$ cat src/sv/htd_pkg.sv
package htd_pkg;

    // Field and state widths
    localparam int COUNT_BITS = 24;
    localparam int TICK_BITS  = 14;
    localparam int ANGLE_W    = 24;
    localparam int ZONE_W     = 3;
    localparam int DUTY_W     = 10;

    // Stream packing
    localparam int S_TDATA_W    = ((TICK_BITS + 7) / 8) * 8;
    localparam int OUT_FIELDS_W = ZONE_W + DUTY_W + 1 + ANGLE_W + 1;
    localparam int M_TDATA_W    = ((OUT_FIELDS_W + 7) / 8) * 8;
    localparam int M_PAD_W      = M_TDATA_W - OUT_FIELDS_W;

    // Count to Q.8 degrees: count * round(2^24 / 714.15) >>> 16
    localparam int DEG_SCALE  = 23493;
    localparam int SCALE_W    = 16;
    localparam int FRAC_SHIFT = 16;
    localparam int PROD_W     = COUNT_BITS + SCALE_W;
    localparam int ANG_EXT_W  = (COUNT_BITS > ANGLE_W) ? COUNT_BITS : ANGLE_W;

    // Zone half widths in Q.8: 4 degrees, bump 2 degrees
    localparam int ZONE_HALF   = 1024;
    localparam int BUMP_HALF   = 512;
    localparam int NUM_CENTERS = 5;

    // APB
    localparam int PADDR_W      = 5;
    localparam int CFG_ADDR_LSB = 2;
    localparam int CFG_IDX_W    = 3;
    localparam int PDATA_W      = 32;

    localparam logic [DUTY_W-1:0] DUTY_OFF         = DUTY_W'(0);
    localparam logic [DUTY_W-1:0] DUTY_LIGHT_STICK = DUTY_W'(650);
    localparam logic [DUTY_W-1:0] DUTY_HEAVY_STICK = DUTY_W'(950);
    localparam logic [DUTY_W-1:0] DUTY_LIGHT_SLIP  = DUTY_W'(650);
    localparam logic [DUTY_W-1:0] DUTY_HEAVY_SLIP  = DUTY_W'(850);
    localparam logic [DUTY_W-1:0] DUTY_BUMP        = DUTY_W'(550);

    typedef logic signed [ANGLE_W-1:0] q8_t;
    typedef logic [NUM_CENTERS-1:0][ANGLE_W-1:0] centers_t;

    typedef enum logic [ZONE_W-1:0] {
        ZONE_NONE        = 3'd0,
        ZONE_LIGHT_STICK = 3'd1,
        ZONE_HEAVY_STICK = 3'd2,
        ZONE_LIGHT_SLIP  = 3'd3,
        ZONE_HEAVY_SLIP  = 3'd4,
        ZONE_BUMP        = 3'd5
    } zone_t;

    // Register indexes, also the center slots in priority order
    localparam logic [CFG_IDX_W-1:0] REG_LIGHT_STICK = 3'd0;
    localparam logic [CFG_IDX_W-1:0] REG_HEAVY_STICK = 3'd1;
    localparam logic [CFG_IDX_W-1:0] REG_LIGHT_SLIP  = 3'd2;
    localparam logic [CFG_IDX_W-1:0] REG_HEAVY_SLIP  = 3'd3;
    localparam logic [CFG_IDX_W-1:0] REG_BUMP        = 3'd4;

    typedef struct packed {
        zone_t             zone;
        logic [DUTY_W-1:0] duty;
        logic              drive_dir;
    } zone_res_t;

endpackage

$ cat src/sv/htd_zone.sv
module htd_zone
    import htd_pkg::*;
(
    input  q8_t       angle,
    input  centers_t  centers,
    input  logic      motion_dir,
    input  logic      drive_dir,
    output zone_res_t res
);

    localparam logic signed [ANGLE_W:0] ZH = (ANGLE_W + 1)'(ZONE_HALF);
    localparam logic signed [ANGLE_W:0] BH = (ANGLE_W + 1)'(BUMP_HALF);

    logic signed [ANGLE_W:0] diff [NUM_CENTERS];
    logic [NUM_CENTERS-1:0]  hit;

    // Strict window test on angle - center, one spare bit for the subtract
    always_comb begin
        for (int i = 0; i < NUM_CENTERS; i++) begin
            diff[i] = (ANGLE_W + 1)'(angle) - (ANGLE_W + 1)'($signed(centers[i]));
            if (i == NUM_CENTERS - 1) begin
                hit[i] = (diff[i] > -BH) && (diff[i] < BH);
            end else begin
                hit[i] = (diff[i] > -ZH) && (diff[i] < ZH);
            end
        end
    end

    always_comb begin
        res.zone      = ZONE_NONE;
        res.duty      = DUTY_OFF;
        res.drive_dir = drive_dir;
        priority if (hit[REG_LIGHT_STICK]) begin
            res.zone      = ZONE_LIGHT_STICK;
            res.duty      = DUTY_LIGHT_STICK;
            res.drive_dir = ~drive_dir;
        end else if (hit[REG_HEAVY_STICK]) begin
            res.zone      = ZONE_HEAVY_STICK;
            res.duty      = DUTY_HEAVY_STICK;
            res.drive_dir = ~drive_dir;
        end else if (hit[REG_LIGHT_SLIP]) begin
            res.zone      = ZONE_LIGHT_SLIP;
            res.duty      = DUTY_LIGHT_SLIP;
            res.drive_dir = motion_dir;
        end else if (hit[REG_HEAVY_SLIP]) begin
            res.zone      = ZONE_HEAVY_SLIP;
            res.duty      = DUTY_HEAVY_SLIP;
            res.drive_dir = motion_dir;
        end else if (hit[REG_BUMP]) begin
            res.zone      = ZONE_BUMP;
            res.duty      = DUTY_BUMP;
            res.drive_dir = ~drive_dir;
        end else begin
            res.zone      = ZONE_NONE;
        end
    end

endmodule

$ cat src/sv/haptic_texture_encoder_drive.sv
// Haptic texture drive: encoder unwrap, position count and zone lookup.
//
// Input stream (s_*): one beat per absolute encoder reading, ticks in
// s_tdata[13:0]. Result stream (m_*): one beat per input beat, in order,
// carrying zone, duty in thousandths, drive direction, the Q.8 angle and
// a flag that the position count clamped on this beat.
// APB port: five zone centres (signed Q.8 degrees) at byte addresses 0, 4,
// 8, 12, 16; write them only while the block is empty.
//
// A beat goes through stage 1, stage 2 and the output register, at one
// beat per cycle while s_tready is high. Stage 1 does unwrap and the
// saturating accumulate (the count register is fed back to itself each
// beat), stage 2 the scale multiply, stage 3 the angle clamp, the five
// window compares and the drive direction update into the output register.
// Each stage has its own valid and loads when empty or draining, so input
// beats keep flowing into empty stages while a result waits on m_tready;
// s_tready drops only when all three stages are full and m_tready is low.
// Reset clears the count, the stored reading, the direction state and the
// centres; the first beat after reset only primes the stored reading
// (step taken as zero) but still gives a result.
module haptic_texture_encoder_drive
    import htd_pkg::*;
(
    input  logic                 aclk,
    input  logic                 aresetn,
    // s_tdata: ticks [13:0], upper bits ignored
    input  logic                 s_tvalid,
    output logic                 s_tready,
    input  logic [S_TDATA_W-1:0] s_tdata,
    // m_tdata: zone [2:0], duty_permille [12:3], drive_direction [13],
    //          angle_q8 [37:14], count_saturated [38], zero [39]
    output logic                 m_tvalid,
    input  logic                 m_tready,
    output logic [M_TDATA_W-1:0] m_tdata,
    input  logic                 psel,
    input  logic                 penable,
    input  logic                 pwrite,
    input  logic [PADDR_W-1:0]   paddr,
    input  logic [PDATA_W-1:0]   pwdata,
    output logic [PDATA_W-1:0]   prdata,
    output logic                 pready
);

    localparam logic signed [TICK_BITS+1:0] T_HALF = (TICK_BITS + 2)'(2 ** (TICK_BITS - 1));
    localparam logic signed [TICK_BITS+1:0] T_WRAP = (TICK_BITS + 2)'(2 ** TICK_BITS);
    localparam logic signed [COUNT_BITS:0]  SUM_MAX = {2'b00, {(COUNT_BITS - 1){1'b1}}};
    localparam logic signed [COUNT_BITS:0]  SUM_MIN = {2'b11, {(COUNT_BITS - 1){1'b0}}};
    localparam logic signed [COUNT_BITS-1:0] CNT_MAX = {1'b0, {(COUNT_BITS - 1){1'b1}}};
    localparam logic signed [COUNT_BITS-1:0] CNT_MIN = {1'b1, {(COUNT_BITS - 1){1'b0}}};
    localparam logic signed [SCALE_W-1:0]   SCALE_S = SCALE_W'(DEG_SCALE);
    localparam logic signed [ANG_EXT_W-1:0] ANG_MAX =
        ANG_EXT_W'($signed({1'b0, {(ANGLE_W - 1){1'b1}}}));
    localparam logic signed [ANG_EXT_W-1:0] ANG_MIN =
        ANG_EXT_W'($signed({1'b1, {(ANGLE_W - 1){1'b0}}}));

    // Configuration
    centers_t              centers_reg;
    logic [CFG_IDX_W-1:0]  cfg_idx;
    logic                  cfg_wr;

    // Stage 1: holds the position count and motion direction state
    logic                         v1_reg;
    logic                         primed_reg;
    logic [TICK_BITS-1:0]         last_ticks_reg;
    logic signed [COUNT_BITS-1:0] s1_count_reg;
    logic                         s1_sat_reg;
    logic                         s1_mdir_reg;

    // Stage 2: scaled product
    logic                     v2_reg;
    logic signed [PROD_W-1:0] s2_prod_reg;
    logic                     s2_sat_reg;
    logic                     s2_mdir_reg;

    // Output register
    logic                m_tvalid_reg;
    zone_t               m_zone_reg;
    logic [DUTY_W-1:0]   m_duty_reg;
    logic                m_dir_reg;
    q8_t                 m_angle_reg;
    logic                m_sat_reg;
    logic                drive_dir_reg;

    logic ready3;
    logic ready2;
    logic s_accept;

    logic [TICK_BITS-1:0]         ticks;
    logic signed [TICK_BITS+1:0]  d_raw;
    logic signed [TICK_BITS:0]    step;
    logic signed [COUNT_BITS:0]   sum;
    logic signed [COUNT_BITS-1:0] count_next;
    logic                         sat_next;
    logic                         mdir_next;

    logic signed [COUNT_BITS-1:0] shifted;
    logic signed [ANG_EXT_W-1:0]  ang_ext;
    q8_t                          angle;
    zone_res_t                    zres;

    // ---------------- APB ----------------
    assign pready  = 1'b1;
    assign cfg_idx = paddr[CFG_ADDR_LSB +: CFG_IDX_W];
    assign cfg_wr  = psel && penable && pwrite && pready;

    always_comb begin
        prdata = '0;
        if (cfg_idx <= REG_BUMP) begin
            prdata = PDATA_W'($signed(centers_reg[cfg_idx]));
        end
    end

    always_ff @(posedge aclk) begin
        if (!aresetn) begin
            centers_reg <= '0;
        end else if (cfg_wr) begin
            unique case (cfg_idx)
                REG_LIGHT_STICK: centers_reg[REG_LIGHT_STICK] <= pwdata[ANGLE_W-1:0];
                REG_HEAVY_STICK: centers_reg[REG_HEAVY_STICK] <= pwdata[ANGLE_W-1:0];
                REG_LIGHT_SLIP:  centers_reg[REG_LIGHT_SLIP]  <= pwdata[ANGLE_W-1:0];
                REG_HEAVY_SLIP:  centers_reg[REG_HEAVY_SLIP]  <= pwdata[ANGLE_W-1:0];
                REG_BUMP:        centers_reg[REG_BUMP]        <= pwdata[ANGLE_W-1:0];
                default: ;
            endcase
        end
    end

    // ---------------- flow control ----------------
    assign ready3   = !m_tvalid_reg || m_tready;
    assign ready2   = !v2_reg || ready3;
    assign s_tready = !v1_reg || ready2;
    assign s_accept = s_tvalid && s_tready;

    // ---------------- stage 1: unwrap and accumulate ----------------
    assign ticks = s_tdata[TICK_BITS-1:0];
    assign d_raw = $signed({2'b00, ticks}) - $signed({2'b00, last_ticks_reg});

    always_comb begin
        step      = '0;
        mdir_next = s1_mdir_reg;
        if (primed_reg) begin
            priority if (d_raw > T_HALF) begin
                step = (TICK_BITS + 1)'(d_raw - T_WRAP);
            end else if (d_raw < -T_HALF) begin
                step = (TICK_BITS + 1)'(d_raw + T_WRAP);
            end else begin
                step = (TICK_BITS + 1)'(d_raw);
            end
            priority if (ticks > last_ticks_reg) begin
                mdir_next = 1'b0;
            end else if (ticks < last_ticks_reg) begin
                mdir_next = 1'b1;
            end else begin
                mdir_next = s1_mdir_reg;
            end
        end
        sum = (COUNT_BITS + 1)'(s1_count_reg) + (COUNT_BITS + 1)'(step);
        priority if (sum > SUM_MAX) begin
            count_next = CNT_MAX;
            sat_next   = 1'b1;
        end else if (sum < SUM_MIN) begin
            count_next = CNT_MIN;
            sat_next   = 1'b1;
        end else begin
            count_next = sum[COUNT_BITS-1:0];
            sat_next   = 1'b0;
        end
    end

    // ---------------- stage 3: angle clamp and zones ----------------
    assign shifted = s2_prod_reg[PROD_W-1:FRAC_SHIFT];
    assign ang_ext = ANG_EXT_W'(shifted);

    always_comb begin
        priority if (ang_ext > ANG_MAX) begin
            angle = ANG_MAX[ANGLE_W-1:0];
        end else if (ang_ext < ANG_MIN) begin
            angle = ANG_MIN[ANGLE_W-1:0];
        end else begin
            angle = ang_ext[ANGLE_W-1:0];
        end
    end

    htd_zone u_zone (
        .angle      (angle),
        .centers    (centers_reg),
        .motion_dir (s2_mdir_reg),
        .drive_dir  (drive_dir_reg),
        .res        (zres)
    );

    // ---------------- control and state ----------------
    always_ff @(posedge aclk) begin
        if (!aresetn) begin
            v1_reg         <= 1'b0;
            v2_reg         <= 1'b0;
            m_tvalid_reg   <= 1'b0;
            primed_reg     <= 1'b0;
            last_ticks_reg <= '0;
            s1_count_reg   <= '0;
            s1_mdir_reg    <= 1'b0;
            drive_dir_reg  <= 1'b0;
        end else begin
            if (s_tready) begin
                v1_reg <= s_tvalid;
            end
            if (ready2) begin
                v2_reg <= v1_reg;
            end
            if (ready3) begin
                m_tvalid_reg <= v2_reg;
            end
            if (s_accept) begin
                primed_reg     <= 1'b1;
                last_ticks_reg <= ticks;
                s1_count_reg   <= count_next;
                s1_mdir_reg    <= mdir_next;
            end
            if (ready3 && v2_reg) begin
                drive_dir_reg <= zres.drive_dir;
            end
        end
    end

    // ---------------- payload ----------------
    always_ff @(posedge aclk) begin
        if (s_accept) begin
            s1_sat_reg <= sat_next;
        end
        if (ready2 && v1_reg) begin
            s2_prod_reg <= PROD_W'(s1_count_reg) * PROD_W'(SCALE_S);
            s2_sat_reg  <= s1_sat_reg;
            s2_mdir_reg <= s1_mdir_reg;
        end
        if (ready3 && v2_reg) begin
            m_zone_reg  <= zres.zone;
            m_duty_reg  <= zres.duty;
            m_dir_reg   <= zres.drive_dir;
            m_angle_reg <= angle;
            m_sat_reg   <= s2_sat_reg;
        end
    end

    assign m_tvalid = m_tvalid_reg;
    assign m_tdata  = {{M_PAD_W{1'b0}}, m_sat_reg, m_angle_reg, m_dir_reg, m_duty_reg,
                       m_zone_reg};

    // ---------------- assertions ----------------
    a_stall_full: assert property (@(posedge aclk) disable iff (!aresetn)
        !s_tready |-> (m_tvalid_reg && v2_reg && v1_reg))
        else $error("input stalled with an empty stage");

    a_primed: assert property (@(posedge aclk) disable iff (!aresetn)
        s_accept |=> primed_reg)
        else $error("not primed after an accepted beat");

    a_sat_limit: assert property (@(posedge aclk) disable iff (!aresetn)
        (v1_reg && s1_sat_reg) |-> (s1_count_reg == CNT_MAX || s1_count_reg == CNT_MIN))
        else $error("saturation flag without count at a limit");

    a_duty_zone: assert property (@(posedge aclk) disable iff (!aresetn)
        m_tvalid_reg |-> ((m_zone_reg == ZONE_NONE) == (m_duty_reg == DUTY_OFF)))
        else $error("duty does not match zone");

    a_dir_kept: assert property (@(posedge aclk) disable iff (!aresetn)
        (ready3 && v2_reg && zres.zone == ZONE_NONE) |=>
            (drive_dir_reg == $past(drive_dir_reg)))
        else $error("drive direction changed outside any zone");

endmodule

$ cat config.mk
export PLATFORM = sky130hd
export DESIGN_NAME = haptic_texture_encoder_drive
export DESIGN_NICKNAME = d
export VERILOG_FILES = /design/src/sv/htd_pkg.sv /design/src/sv/htd_zone.sv /design/src/sv/haptic_texture_encoder_drive.sv
export SDC_FILE = /design/constraint.sdc
export NUM_CORES = 1
export LEC_CHECK = 0
export ABC_AREA = 1
export BUFFER_PORTS_ARGS = -buffer_cell sky130_fd_sc_hd__buf_2
export CORE_MARGIN = 3
export CORE_UTILIZATION = 55
export DETAILED_ROUTE_END_ITERATION = 16
export GPL_ROUTABILITY_DRIVEN = 0
export PLACE_DENSITY = 0.75
export SKIP_LAST_GASP = 1
export SYNTH_ARGS = -nofsm -noshare
export SYNTH_HDL_FRONTEND = slang
export SYNTH_SLANG_ARGS = --single-unit
$ cat constraint.sdc
create_clock -name aclk -period 5.81 [get_ports aclk]
set_input_delay 1.162 -clock aclk [delete_from_list [all_inputs] [get_ports aclk]]
set_output_delay 1.162 -clock aclk [all_outputs]
set_load 0.02 [all_outputs]
==> reports/metrics.yaml <==
run_status:
  status: "finished clean"
synthesis:
  syn_avg_cell_area_um2: 6.89
  async_reset_ff_frac: 0
  syn_area_um2: 28300
  synth-seq-area-share: 0.182
  synth-edff-count: 62
  synthFlopType: "dfxtp_1"
  ys_warn_count: 0
  synth_seq_cells: 226
  ys_types: 64
  syn_inst: 4105
setup_path:
  r2r_setup_slack_ns: 0.25
  max_stage_delay_ns: 0.61
  cpMostUsedCell: "fa_1"
  critPathKind: "flop to flop"
  rr_worst_depth: 21
  crit_chain: "fa_1, inv_1, fa_1, inv_1, fa_1, inv_1, fa_1, inv_1, fa_1, fa_1, ha_4, a21oi_1, inv_1, a31oi_1, o221a_2, nand3_2, nand2_1, o211ai_1, nand3_1, nand3_1, xnor2_1"
  worst_ep_required_time_ns: 6.13
  arrival_ns: 5.88
  crit-reg2reg-launch: "s1_count_reg[12]"
  crit_fanout: 5
  startpoint_type: "flop"
  r2r-end: "s2_prod_reg[39]"
  end_kind: "flop"
  crit_slowest_cell: "fa_1"
floorplan:
  die_area_um2: 54200
  die_x_um: 233
  core_um2: 50500
  core.rowCount: 82
  dieHeight_um: 233
  start_util: 0.560
  io_pins: 135
global_route:
  overflow: 0
  grt_max_degree: 95
  antenna_found_initial: 1
  grt_pass1_wl_um: 132000
  grt_usage: 0.306
  grt_pass1_vias: 25120
cells_and_area:
  area_growth_syn_to_layout_pct: 8.96
  antenna_cells: 0
  drive_above_1_share: 0.0902
  largest_register_ffs: 120
  nets: 4776
placement:
  io_buffer_count: 119
  hpwl_um: 68900
  pre_cts_slack_ns: -0.0444
clock_network:
  worstSkewPairLatency_ns: 0.56
  clockBufferDepth: 3
  cts_root_buf: "clkbuf_16"
  cts_sinks: 226
  clk_pin_slew_ns: 0.06
  htree_levels: 1
  cts_setup_buffers: 0
  cts_hold_buf: 0
  numCtsBuffers: 28
  cts_tree: "yes"
timing:
  fin_ws_ns: 0.245
  setup_viol_count_final: 0
  hold_violations: 0
  holdWs_ns: 0.432
  fin_crit_ns: 5.56
  slew_headroom: 0.305
  period_share: 0.958
  drv_slew: 0
  fmaxAchievable_ghz: 0.180
  skew_ns: 0.0130
  tightestPinTransition_ns: 1.04
detailed_routing:
  dr.pass1.iters: 6
  viasPerCell: 5.46
  ant_nets: 0
  num_vias: 26781
  drc: 0
  drtIter0Drc: 1952
  routedWlPerCell_um: 17.0
  drt-total-wl_um: 83600
flow_run:
  cap_viol_max_count: 0
min_path:
  holdPathEnd: "s2_sat_reg"
  holdPathStages: 0
  hp-class: "flop to flop"
  hp-start: "s1_sat_reg"
## Yosys cell counts, types with 7 or more instances
cell / instances / area, um^2
a21oi_1: 332 / 1660
a21oi_4: 21 / 342
a221oi_1: 19 / 166
a31oi_1: 25 / 156
buf_4: 18 / 135
clkbuf_1: 86 / 323
dfxtp_1: 164 / 3280
edfxtp_1: 62 / 1860
fa_1: 175 / 3500
ha_1: 329 / 4120
inv_1: 803 / 3010
inv_2: 10 / 37.5
nand2_1: 984 / 3690
nand2_2: 33 / 206
nand3_1: 196 / 981
nand3_2: 9 / 90.1
nand3b_1: 17 / 128
nand4_1: 69 / 432
nor2_1: 264 / 991
nor2_2: 27 / 169
nor3_1: 31 / 155
o21a_1: 7 / 52.6
o21ai_0: 220 / 1100
o21ai_1: 9 / 45.0
o21bai_1: 17 / 128
o22ai_1: 12 / 75.1
xnor2_1: 37 / 324
xor2_1: 51 / 447
## worst max path at each step
stage / startpoint / end / slack (ns) / cells after the start
after global routing: s1_count_reg[12] / s2_prod_reg[39] / -0.004 / 21
after CTS: s1_count_reg[8] / s2_prod_reg[30] / 0.01 / 20
final: s1_count_reg[12] / s2_prod_reg[39] / 0.25 / 21
after floorplan: s1_count_reg[23] / s2_prod_reg[38] / 0.13 / 16
after detailed placement: s_tdata[0] / s1_count_reg[17] / -0.04 / 27
after global placement: s1_count_reg[9] / s2_prod_reg[30] / 0.02 / 20
## metal layers
metal  global-route usage  vias up  wire [um]
met5                    0        -          0
met2                0.512      944      38300
li1                     -    13320          -
met3               0.0384      239       6300
met4                0.150        0       4940
met1                0.389    12278      34100
## critical path: cells and delay by family (launching register included)
family	cells	cell delay [ns]
XOR/XNOR	1	0.13
adder cells (fa/ha/maj)	7	3.37
AO/OA/AOI/OAI	4	0.73
flip-flops	1	0.38
buffers and inverters	5	0.31
AND/OR/NAND/NOR	4	0.39
## area by class of cell
type                       instances  area (um^2)
clock buffer                      35          779
clock inverter                    17          199
fill                            4791        19700
inverter                         815         3060
multi-input combinational       2957        19700
sequential                       226         5160
tap                              672          841
timing repair buffer             184         1100
## cell usage in the layout, fill, tap and decap left out, types with 62 or more instances in the layout
master | Yosys | routed
nand3_1 | 196 | 195
o21ai_0 | 220 | 219
nand4_1 | 69 | 69
edfxtp_1 | 62 | 62
fa_1 | 175 | 175
dfxtp_1 | 164 | 151
buf_4 | 18 | 65
a21oi_1 | 332 | 328
inv_1 | 803 | 803
ha_1 | 329 | 324
nand2_1 | 984 | 984
nor2_1 | 264 | 263
buf_2 | 0 | 118
## cell families (layout without fill, tap and decap cells)
family	Yosys count	after routing	synth area share
flip-flops	226	226	0.182
adder cells (fa/ha/maj)	504	504	0.269
AND/OR/NAND/NOR	1664	1664	0.251
XOR/XNOR	89	89	0.0278
buffers and inverters	923	1051	0.126
other	2	3	0.000266
AO/OA/AOI/OAI	697	697	0.143
## through the flow
step / area, um^2 / util / setup TNS, ns / cells
4_1_cts: 30700 / 0.608 / 0 / 4906
3_3_place_gp: 29700 / 0.589 / 0 / 4854
6_report: 30800 / 0.610 / 0 / 4906
5_1_grt: 30800 / 0.610 / -0.00431 / 4906
3_5_place_dp: 29700 / 0.589 / -0.455 / 4854
2_1_floorplan: 28300 / - / 0 / 4106
## timing repair
item	CTS	global route
setup endpoints to repair	2	10
endpoints found under the hold margin	0	0
gates resized for setup	1	25
Power is not shown: default switching activity piles up to over one toggle a cycle in this logic, so the estimate is an artifact.
